$ cat src/hw/rtl/sip_divider.sv
module sip_divider #(
   parameter int NUM_W   = 49,
   parameter int DEN_W   = 33,
   parameter int SHIFT_W = 16,
   parameter int FRAC_W  = 16,
   parameter int SIDE_W  = 1
) (
   input  logic                       clock,
   input  logic                       reset,
   input  logic                       in_valid,
   input  logic [NUM_W-1:0]           in_num,
   input  logic [DEN_W-1:0]           in_den,
   input  logic [SIDE_W-1:0]          in_side,
   output logic                       out_valid,
   output logic [SHIFT_W+FRAC_W-1:0]  out_quo,
   output logic [SIDE_W-1:0]          out_side
);
   // Restoring division, one quotient bit per stage. The dividend is
   // num * 2^FRAC_W and its quotient is known to fit in QW bits, so the
   // starting remainder is num >> SHIFT_W and only QW bits are shifted in.
   localparam int QW = SHIFT_W + FRAC_W;

   logic [DEN_W-1:0]  rem_ff  [0:QW];
   logic [DEN_W-1:0]  den_ff  [0:QW];
   logic [QW-1:0]     work_ff [0:QW];
   logic [SIDE_W-1:0] side_ff [0:QW];
   logic              valid_ff [0:QW];

   always_ff @(posedge clock) begin
      if (reset) begin
         valid_ff[0] <= 1'b0;
      end else begin
         valid_ff[0] <= in_valid;
      end
      rem_ff[0]  <= DEN_W'(in_num[NUM_W-1:SHIFT_W]);
      den_ff[0]  <= in_den;
      work_ff[0] <= QW'(in_num[SHIFT_W-1:0]) << FRAC_W;
      side_ff[0] <= in_side;
   end

   for (genvar k = 0; k < QW; k++) begin : g_stage
      logic [DEN_W:0] trial_in;
      logic [DEN_W:0] diff_in;
      logic           take_in;

      always_comb begin
         trial_in = {rem_ff[k], work_ff[k][QW-1]};
         diff_in  = trial_in - {1'b0, den_ff[k]};
         take_in  = trial_in >= {1'b0, den_ff[k]};
      end

      always_ff @(posedge clock) begin
         if (reset) begin
            valid_ff[k+1] <= 1'b0;
         end else begin
            valid_ff[k+1] <= valid_ff[k];
         end
         rem_ff[k+1]  <= take_in ? diff_in[DEN_W-1:0] : trial_in[DEN_W-1:0];
         den_ff[k+1]  <= den_ff[k];
         work_ff[k+1] <= {work_ff[k][QW-2:0], take_in};
         side_ff[k+1] <= side_ff[k];
      end
   end

   assign out_valid = valid_ff[QW];
   assign out_quo   = work_ff[QW];
   assign out_side  = side_ff[QW];

endmodule

$ cat config.mk
export PLATFORM = sky130hd
export DESIGN_NAME = sip_divider
export DESIGN_NICKNAME = d
export VERILOG_FILES = /design/src/hw/rtl/sip_divider.sv
export SDC_FILE = /design/constraint.sdc
export NUM_CORES = 2
export LEC_CHECK = 0
export BUFFER_PORTS_ARGS = -buffer_cell sky130_fd_sc_hd__buf_2
export CELL_PAD_IN_SITES_DETAIL_PLACEMENT = 1
export CELL_PAD_IN_SITES_GLOBAL_PLACEMENT = 2
export CORE_MARGIN = 10
export CORE_UTILIZATION = 44
export CTS_CLUSTER_DIAMETER = 80
export DETAILED_ROUTE_END_ITERATION = 6
export HOLD_SLACK_MARGIN = 0.08
export PLACE_DENSITY = 0.88
export SLEW_MARGIN = 5
export SYNTH_ARGS = -nofsm -noshare
export SYNTH_HDL_FRONTEND = slang
export SYNTH_SLANG_ARGS = --single-unit
$ cat constraint.sdc
create_clock -name clock -period 7.1 [get_ports clock]
set_input_delay 1.42 -clock clock [delete_from_list [all_inputs] [get_ports clock]]
set_output_delay 1.42 -clock clock [all_outputs]
set_load 0.1 [all_outputs]
Yosys cells after proc, flatten, opt, wreduce, memory -nomap -nowiden
Memory sizes are Yosys's and may differ from the RTL's.
Cells that the tools add are included.
{ "totals": {"memories": 5, "regBits": 0, "wordCells": 170, "ramBits": 3300, "inputBits": 86} }
{ "classes": {"magnitude_cmp": 32, "add_sub_neg": 32, "bitwise_logic": 33, "n_mux": 68} }
{ "memory_table": {"columns": ["memory", "words", "width", "read_ports", "rd_ports_with_merged_regs", "write_ports", "line", "rtl"], "rows": [
  ["den_ff", 33, 33, 32, 0, 33, "24", "logic [DEN_W-1:0] den_ff [0:QW];"],
  ["rem_ff", 33, 33, 32, 0, 33, "23", "logic [DEN_W-1:0] rem_ff [0:QW];"],
  ["work_ff", 33, 32, 33, 0, 33, "25", "logic [QW-1:0] work_ff [0:QW];"],
  ["side_ff", 33, 1, 33, 0, 33, "26", "logic [SIDE_W-1:0] side_ff [0:QW];"],
  ["valid_ff", 33, 1, 33, 0, 33, "27", "logic valid_ff [0:QW];"]
]} }
{ "ops": {"columns": ["operator", "n"], "rows": [
  ["$ge A34 B33 Y1", 32],
  ["$mux W33", 32],
  ["$sub A33 B33 Y33", 32],
  ["$mux W1", 36],
  ["$or A1 B1 Y1", 33]
]} }

Depth between registers and ports, before layout
{ "depth": {"word_depth": 3, "ltp_mapped": 17} }

Least setup slack after synthesis
Ideal clock, no wire load.
{ "synth_timing": {"kind": "flip-flop to flip-flop", "startpoint": "memory work_ff[0][31] (netlist bit)", "endpoint": "memory rem_ff[1][25], in the netlist rem_ff[0][58]", "stages_incl_launch_ff": 17, "required_ps": 6979, "setup_time_ps": 121, "path_buffers": 1, "arrival_ps": 3663, "slack_ps": 3317, "path_cell_list": "dfxtp_1 > inv_1 > ha_1 > inv_1 > fa_1 > a21oi_1 > o21ai_1 > a2111oi_2 > o31ai_1 > a221oi_2 > o311ai_1 > nand3_1 > nand2_1 > a221o_1 > a211oi_4 > buf_4 > mux2_2"} }
{ "synth_rtl": {"columns": ["element", "line"], "rows": [
  ["start: declaration", "25"],
  ["end: declaration", "23"]
]} }

==> impl_metrics.ini <==
[clocking]
cts_resized = 0
post-cts-setup-buffers = 0
cts_tree = done
path_clk_slew_ps = 60
cts_htree_levels = 5
numCtsBuffers = 312
cts_buffer_depth = 4
clk_latency_ps = 910
cts_hold_buf = 0
root_buffer = clkbuf_16
cts.sinks = 2842

[global_route]
track_usage = 0.223
grt_pass1_wl_mm = 545
grt_pass1_vias = 96300
overflow = 0
grt_max_degree = 66
antenna_found_initial = 17

[cells_and_area]
area_growth_pct = 12.8
finalNetCount = 14200
final_common_cell = dfxtp_1
layout-drive-gt1-share = 0.0943
final_cell_mix = dfxtp_1, inv_1, ha_1

[synth]
yosysWarnings = 0
yosysTopAreaCell = dfxtp_1
ys_seq_elements = 2842
syn-instance-count = 12800
synthArstFlopShare = 0
synth-edff-count = 0
avgSynthCellArea_um2 = 9.59
seq_area_frac_synth = 0.463
ys_types = 89
synthFlopType = dfxtp_1
synthTopCellsByArea = dfxtp_1, ha_1, a21oi_1
synth_top_area_share = 0.463
syn_nets = 14000
synth.cell_area_mm2 = 0.123

[place]
dp.final_hpwl_mm = 270
pre_cts_slack_ps = 2240
numPortBuffers = 119
gp_routability_congestion = 0.896

[die]
std_cell_rows = 193
die_h_um = 548
ios = 120
die_area_mm2 = 0.301
core-area_mm2 = 0.277
start_util = 0.443
die_w_um = 548

[power]
powerDensity_mw_per_mm2 = 561
vdd_drop_max_mv = 0.305
power.leakage_nw = 63.6
finalPower_w = 0.0776

[setup_path]
crit_type = flip-flop to flip-flop
arrival_ps = 5780
cp-start-kind = flip-flop
critPathRequiredTime_ps = 7890
cp_max_fo = 34
cp-end-kind = flip-flop

[drt]
wl_mm = 348
drt_iter0_markers = 4486
drc = 0
routed_via_density = 5.34
ant_nets = 0
dr.pass1.iters = 5
vias = 90600
wl_per_cell_um = 20.5

[sta]
period_share = 0.702
setup_viol = 0
fin_skew_ps = 53.4
maxSlewViolCount = 0
hold_violations = 0
tns_ps = 0
period_minus_slack_ps = 4990
slew_headroom = 0.221
rsz0062_at_grt = false
worst-slew-pin-transition_ps = 1160
fin_ws_ps = 2110
fmax_mhz = 201

[worst_hold_path]
holdCritPathClass = flip-flop to flip-flop

[run_status]
status = finished clean

[flow_run]
cap_violations = 0
## cell families after synthesis
kind of cell             count (synthesis)  share of synthesized area
AO/OA/AOI/OAI                         3262                      0.165
flip-flops                            2842                      0.463
AND/OR/NAND/NOR                       2621                      0.101
buffers and inverters                 1597                     0.0494
adder cells (fa/ha/maj)               1086                      0.113
XOR/XNOR                               884                     0.0631
multiplexers                           502                     0.0458
## power by group
part	total [W]	switching (W)	internal (W)
Sequential	0.0248	0.00360	0.0212
Combinational	0.0357	0.0204	0.0153
Clock	0.0171	0.00690	0.0102
Total	0.0776	0.0309	0.0468
## worst max-delay path, cell delays in order (launching register included)
cell and delay [ps]:
dfxtp_1 540, ha_1 250, inv_1 60, fa_1 400, a21oi_1 230, o21bai_1 140, a2111oi_0 700, o31ai_1 270
a221o_1 450, o21ai_1 190, a21oi_1 110, nor2_1 230, o21ai_1 150, a211oi_4 250, buf_4 440, mux2_2 400
## flip-flops by register name, summed over array words and instances (netlist names)
register / count
den_ff: 1056
valid_ff: 33
work_ff: 664
side_ff: 33
rem_ff: 1056
## area by class of cell
class	count	area (um2)
fillers	31000	139000
well taps	3705	4640
flip-flops and latches	2842	56900
inverters	1329	4990
clock inverters	169	2200
diodes	16	40.0
multi-input cells	8355	60000
clock buffers	402	8780
repair buffers	157	881
## layer usage
layer,share of wire,track usage
met1,0.44,0.275
met2,0.49,0.400
met3,0.033,0.0264
met4,0.039,0.0807
met5,0.00012,0
## path summary, 6_finish.rpt
kind | cells past startpoint | to | slack (ps) | from
setup / recovery | 15 | rem_ff[0][100]$_DFF_P_ | 2110 | den_ff[0][66]$_DFF_P_
setup reg to reg | 15 | rem_ff[0][100]$_DFF_P_ | 2110 | den_ff[0][66]$_DFF_P_
hold reg to reg | 0 | work_ff[0][56]$_DFF_P_ | 290 | work_ff[0][23]$_DFF_P_
hold / removal | 0 | work_ff[0][56]$_DFF_P_ | 290 | work_ff[0][23]$_DFF_P_
## cells in the mapped netlist (15+ instances only)
library cell and instances:
nor2b_1 182, a41oi_1 22, o2111ai_1 16, o21a_1 139, nor2_1 682, o21bai_1 151
and4_1 22, nor3_1 140, a21boi_0 28, nand3b_1 15, ha_1 1055, a21o_1 487
mux2i_1 28, nor4_1 36, xnor2_1 559, nor3b_1 15, mux2_2 446, a211o_1 26
clkbuf_1 222, a31o_2 27, a211oi_1 89, xor2_1 325, buf_1 16, mux2_1 28
a221oi_1 21, or3_1 38, o31ai_1 81, o21ai_0 806, o31a_1 29, o211ai_1 48
nand4_1 148, o41ai_1 18, buf_2 24, nand2_1 821, and3_1 77, inv_1 1329
nand2b_1 153, dfxtp_1 2842, a21oi_1 1030, or2_2 35, nand3_1 192, and2_1 36
fa_1 31, a31oi_1 89
## metrics by stage
stage          area, um2  hold WS [ps]  std cells   util
2_1_floorplan     123000           310      12800      -
4_1_cts           138000           302      17000  0.500
5_1_grt           138000           307      17000  0.500
3_3_place_gp      127000           309      16400  0.460
3_5_place_dp      127000           313      16400  0.460
6_report          138000           294      17000  0.500
No activity file was read; power rests on OpenSTA's default activity.
